## src/rtl/hpw_pkg.sv

```systemverilog
`timescale 1ns / 1ps
// ----------------------------------------------------------------------------
// hpw_pkg
// Shared types and constants for the projective pixel forward warp unit.
// ----------------------------------------------------------------------------
package hpw_pkg;

  localparam int COEF_W   = 40;             // Q15.24 coefficient
  localparam int COORD_W  = 12;             // source coordinate
  localparam int PROD_W   = COEF_W + COORD_W + 1;
  localparam int ACC_W    = 54;             // u, v, w sums
  localparam int MAG_W    = ACC_W;          // magnitude incl. -2^53
  localparam int QUO_W    = 12;             // quotient bits kept
  localparam int DIV_W    = MAG_W + QUO_W;  // partial remainder width
  localparam int NUM_COEF = 8;
  localparam int ADDR_W   = 6;              // 8 registers, 8 bytes apart

  // register indexes
  localparam logic [2:0] REG_XX = 3'd0;
  localparam logic [2:0] REG_XY = 3'd1;
  localparam logic [2:0] REG_XT = 3'd2;
  localparam logic [2:0] REG_YX = 3'd3;
  localparam logic [2:0] REG_YY = 3'd4;
  localparam logic [2:0] REG_YT = 3'd5;
  localparam logic [2:0] REG_WX = 3'd6;
  localparam logic [2:0] REG_WY = 3'd7;

  localparam logic signed [COEF_W-1:0] Q_ONE_COEF = 40'sd16777216;
  localparam logic signed [ACC_W-1:0]  Q_ONE      = 54'sd16777216;
  localparam logic [7:0]               ALPHA      = 8'hFF;

  typedef logic signed [COEF_W-1:0] coef_t;
  typedef logic signed [ACC_W-1:0]  acc_t;

  typedef struct packed {
    logic [11:0] src_x;
    logic [11:0] src_y;
    logic [23:0] pixel_rgb;
  } in_beat_t;

  typedef struct packed {
    logic [9:0]  dest_x;
    logic [9:0]  dest_y;
    logic [19:0] dest_address;
    logic [31:0] pixel_argb;
  } out_beat_t;

  // per-stage divider status
  typedef struct packed {
    logic             ovf;   // quotient >= 2^QUO_W
    logic             neg;   // signs differ
    logic             zero;  // denominator is zero
    logic [QUO_W-1:0] quo;
  } div_res_t;

endpackage

```

## src/rtl/hpw_div.sv

```systemverilog
`timescale 1ns / 1ps
// ----------------------------------------------------------------------------
// hpw_div
// Pipelined restoring divider: one setup stage, then one quotient bit per
// stage. Quotients of 2^QUO_W and above are flagged, not computed.
// ----------------------------------------------------------------------------
module hpw_div (
  input  logic             clk,
  input  hpw_pkg::acc_t    num,
  input  hpw_pkg::acc_t    den,
  output hpw_pkg::div_res_t res
);
  import hpw_pkg::*;

  logic [DIV_W-1:0] rem_r [QUO_W+1];
  logic [MAG_W-1:0] dsr_r [QUO_W+1];
  div_res_t         st_r  [QUO_W+1];

  logic [MAG_W-1:0] mag_n, mag_d;

  // setup: magnitudes, sign, overflow and zero checks
  always_comb begin
    mag_n = num[ACC_W-1] ? MAG_W'(-num) : MAG_W'(num);
    mag_d = den[ACC_W-1] ? MAG_W'(-den) : MAG_W'(den);
  end

  always_ff @(posedge clk) begin
    rem_r[0]     <= DIV_W'(mag_n);
    dsr_r[0]     <= mag_d;
    st_r[0].ovf  <= DIV_W'(mag_n) >= (DIV_W'(mag_d) << QUO_W);
    st_r[0].neg  <= num[ACC_W-1] ^ den[ACC_W-1];
    st_r[0].zero <= (den == '0);
    st_r[0].quo  <= '0;
  end

  // one quotient bit per stage, most significant first
  for (genvar s = 0; s < QUO_W; s++) begin : g_step
    localparam int BIT = QUO_W - 1 - s;
    logic [DIV_W:0]   diff;
    logic [DIV_W-1:0] rem_nxt;
    div_res_t         st_nxt;

    always_comb begin
      diff    = {1'b0, rem_r[s]} - ((DIV_W+1)'(dsr_r[s]) << BIT);
      st_nxt  = st_r[s];
      rem_nxt = rem_r[s];
      if (!diff[DIV_W]) begin
        rem_nxt         = diff[DIV_W-1:0];
        st_nxt.quo[BIT] = 1'b1;
      end
    end

    always_ff @(posedge clk) begin
      rem_r[s+1] <= rem_nxt;
      dsr_r[s+1] <= dsr_r[s];
      st_r[s+1]  <= st_nxt;
    end
  end

  assign res = st_r[QUO_W];

endmodule

```

## config.mk

```make
export PLATFORM = sky130hd
export DESIGN_NAME = hpw_div
export DESIGN_NICKNAME = d
export VERILOG_FILES = /design/src/rtl/hpw_pkg.sv /design/src/rtl/hpw_div.sv
export SDC_FILE = /design/constraint.sdc
export NUM_CORES = 2
export LEC_CHECK = 0
export ABC_CLOCK_PERIOD_IN_PS = 5380
export BUFFER_PORTS_ARGS = -buffer_cell sky130_fd_sc_hd__clkbuf_2
export CAP_MARGIN = 10
export CELL_PAD_IN_SITES_DETAIL_PLACEMENT = 0
export CELL_PAD_IN_SITES_GLOBAL_PLACEMENT = 2
export CORE_UTILIZATION = 36
export DETAILED_ROUTE_END_ITERATION = 10
export HOLD_SLACK_MARGIN = 0.15
export PLACE_DENSITY = 0.76
export SLEW_MARGIN = 20
export SYNTH_ARGS = -nofsm -noshare
export SYNTH_HDL_FRONTEND = slang
export SYNTH_SLANG_ARGS = --single-unit
```

## constraint.sdc

```tcl
create_clock -name clk -period 5.38 [get_ports clk]
set_input_delay 0.538 -clock clk [delete_from_list [all_inputs] [get_ports clk]]
set_output_delay 0.538 -clock clk [all_outputs]
set_load 0.005 [all_outputs]
```

==> run_results.csv <==
group,metric,value,unit
outcome,status,"completed",
place,dpl.cell_count,11596,
cts,cts_buffers,175,
synthesis,netlist_area,76100,um2
place,pre_cts_slack,-1.35,ns
timing,setup_slack,0.0793,ns
die,io_pins,124,
cts,htreeDepth,4,
drt,drt_wl_total,187000,um
worst_setup_path,crit_path_end_kind,"flip-flop",
cts,cts_tree,"done",
drt,drtPass1Iterations,5,
timing,min_period,5.30,ns
cells_and_area,final_cells,12034,
worst_setup_path,crit_path_max_fanout,4,
pwr,power.switching,21.0,mW
worst_setup_path,r2r_start,"rem_r[1][72]",
synthesis,synth.distinct_cells,92,
place,portBuffers,123,
global_route,overflow,0,
min_path,hold_path.class,"primary input to flip-flop",
timing,finalMaxSlewViolations,0,
timing,relSlewSlack,18.4,%
cts,cts_max_path_buffers,3,
cells_and_area,fin_nets,9892,
die,core,210000,um2
pwr,combPwrFrac,46.8,%
global_route,antenna_found_initial,1,
drt,routedWlPerCell,15.5,um
timing,fmax,189,MHz
cts,path_clk_slew,0.06,ns
synthesis,synth_edf_count,0,
pwr,power_per_cell_area,617,nW/um2
cells_and_area,area_growth,16.0,%
cells_and_area,diodes,0,
min_path,min_from,"num[4]",
place,hpwl,148000,um
global_route,grt_pass1_wl,302000,um
worst_setup_path,required,6.10,ns
synthesis,ys_seq_elements,1545,
pwr,pwr-share-clk,22.2,%
timing,timing.final.crit_share,98.5,%
cts,clock-sinks,1545,
drt,drc,0,
pwr,cell_internal_pwr,33.5,mW
place,place.gp.congestion,0.904,
synthesis,ys.warnings.count,0,
worst_setup_path,crit_path_start_kind,"primary input",
run,maxCapViolations,0,
cells_and_area,drive_gt1_share,8.46,%
timing,clock_skew,0.0227,ns
drt,post_drt_via_cell_ratio,4.86,
worst_setup_path,crit_type,"primary input to flip-flop",
global_route,grt_usage,17.3,%
pwr,power,54.4,mW
timing,rsz0062_at_grt,"true",
worst_setup_path,startpoint,"den[12]",
timing,hold_viol,0,
die,die_h,462,um
timing,tightest_slew,1.22,ns
cts,root_buffer,"clkbuf_16",
cells_and_area,num-fill-cells,20985,
die,start_util,36.3,%
die,die_w,462,um
die,row_count,168,
drt,ant_nets,0,
global_route,grt_start_max_net_pins,96,
synthesis,synthArstFlopShare,0,%
pwr,vdd_drop_max,381,uV
synthesis,yosysSeqAreaShare,40.7,%
drt,drt_iter0_markers,3113,
cts,worstSkewPairLatency,0.80,ns
timing,setup_viol,0,
drt,route.vias.total,58495,
die,dieArea,213000,um2
timing,tns,0,ns
cells_and_area,post-route-util,42.1,%
global_route,grt_pass1_vias,58749,
worst_setup_path,crit_arrival,6.02,ns
synthesis,syn_area_per_cell,8.72,um2
synthesis,synthCells,8722,
pwr,switching_share,38.5,%
pwr,p_leak,40.6,nW
synthesis,dominantRegCellSynth,"dfxtp_1",
pwr,seqPwrFrac,31.0,%
-- critical path, cell delays in order --
cell,delay (ns)
dlygate4sd3_1,0.53
clkbuf_2,0.12
or4_4,0.48
or4_4,0.43
buf_4,0.15
or3_4,0.36
or4_4,0.49
or3_4,0.35
o21ai_0,0.19
xor2_1,0.25
ha_1,0.17
nand4_1,0.18
nor3_2,0.21
buf_4,0.15
nand4_1,0.09
or4_1,0.40
or4_4,0.44
nor4_4,0.18
a211o_1,0.14
nor2_1,0.05
nor4_2,0.11
-- repair_timing --
| action | CTS | global route |
|---|---|---|
| setup endpoints to repair | 1 | 1 |
| resized for setup | 16 | 12 |
| buffers inserted | 5 | 2 |
| pin swaps | 13 | 14 |
| hold buffers | 117 | 0 |
| hold endpoints to repair | 98 | 0 |
-- flip-flops by register name, indices dropped and copies added (netlist names) --
name,cells
st_r,117
dsr_r,648
rem_r,780
-- Yosys cell counts, types with 16 or more instances --
cell,number,share of area (%)
dfxtp_1,1545,41
a21oi_1,875,5.8
inv_1,837,4.1
ha_1,681,11
nand2_1,658,3.2
nor2_1,612,3.0
o21ai_0,589,3.9
a21o_1,389,3.8
xnor2_1,388,4.5
xor2_1,286,3.3
clkbuf_1,227,1.1
nand3_1,157,1.0
nand4_1,116,0.95
nand2b_1,111,0.91
nor3_1,106,0.70
nor2b_1,90,0.74
o21bai_1,86,0.85
o31ai_1,81,0.80
mux2_2,76,1.1
o21a_1,73,0.72
a31oi_1,64,0.53
a211oi_1,53,0.52
and3_1,48,0.39
or3_1,46,0.38
and2_1,36,0.30
o211ai_1,36,0.36
nor4_1,34,0.28
or4_1,28,0.28
a21boi_0,25,0.25
o31a_1,24,0.28
a31o_2,23,0.26
or2_2,22,0.18
buf_1,21,0.10
o41ai_1,21,0.24
a41oi_1,17,0.20
a211o_1,16,0.18
a221oi_1,16,0.18
-- cell usage in the layout, fill, tap and decap left out, drive strengths merged, types with 53 or more instances in the layout --
master and n:
dfxtp 1545, o31ai 81, o21a 73, nand4 116
xnor2 388, a31oi 64, a211oi 53, nor2b 90
nor3 106, clkbuf 378, buf 203, inv 842
ha 681, mux2 76, o21ai 590, dlygate4sd3 117
nand3 158, a21o 389, nor2 614, a21oi 875
xor2 286, nand2b 112, nand2 658, o21bai 86
-- routing by layer --
layer / routed length, um / vias up / global-route usage [%]
met5: 0 / - / 0
li1: - / 30986 / -
met2: 84100 / 955 / 29.0
met4: 7680 / 0 / 7.78
met3: 5370 / 376 / 2.27
met1: 89600 / 26178 / 22.1
-- power groups by stage --
| stage | Combinational, mW | Clock, mW | Sequential (mW) |
|---|---|---|---|
| after floorplan | 19.9 | 0 | 16.2 |
| after global placement | 25.3 | 0 | 17.1 |
| after detailed placement | 25.3 | 0 | 17.1 |
| after CTS | 25.5 | 12.6 | 16.9 |
| after global routing | 28.7 | 13.0 | 17.2 |
| final | 25.5 | 12.1 | 16.9 |
-- final timing paths --
path	end	slack (ns)	cells past startpoint
worst max-delay path	st_r[0][14]	0.08	21
worst min-delay path	rem_r[0][4]	0.26	3
worst min register to register	st_r[1][10]	0.31	0
worst max register to register	rem_r[1][197]	0.77	17
-- logic make-up after synthesis --
kind of cell / after synthesis / synth area share [%]
AOI/OAI and AO/OA: 2513 / 20.4
xor gates and xnor gates: 674 / 7.76
adders and majority gates: 692 / 11.5
buffers and inverters: 1095 / 5.43
DFF: 1545 / 40.7
muxes: 79 / 1.16
other: 1 / 0.00493
and+or+nand+nor: 2123 / 13.1
-- stage by stage --
| stage | area [um2] | hold slack, ns |
|---|---|---|
| finish | 88200 | 0.256 |
| detailed placement | 80900 | 0.312 |
| floorplan | 76100 | 0.310 |
| global placement | 80900 | 0.310 |
| CTS | 88100 | 0.193 |
| global route | 88200 | 0.216 |
-- final cells by class --
| cell class | count | area (um2) | share of cell area (%) |
|---|---|---|---|
| Inverter | 839 | 3150 | 3.57 |
| Timing Repair Buffer | 443 | 3440 | 3.89 |
| Sequential cell | 1545 | 30900 | 35.1 |
| Clock inverter | 60 | 762 | 0.864 |
| Clock buffer | 255 | 5180 | 5.88 |
| Tap cell | 2805 | 3510 | 3.98 |
| Multi-Input combinational cell | 6087 | 41200 | 46.8 |
No activity file was read; power rests on OpenSTA's default activity.
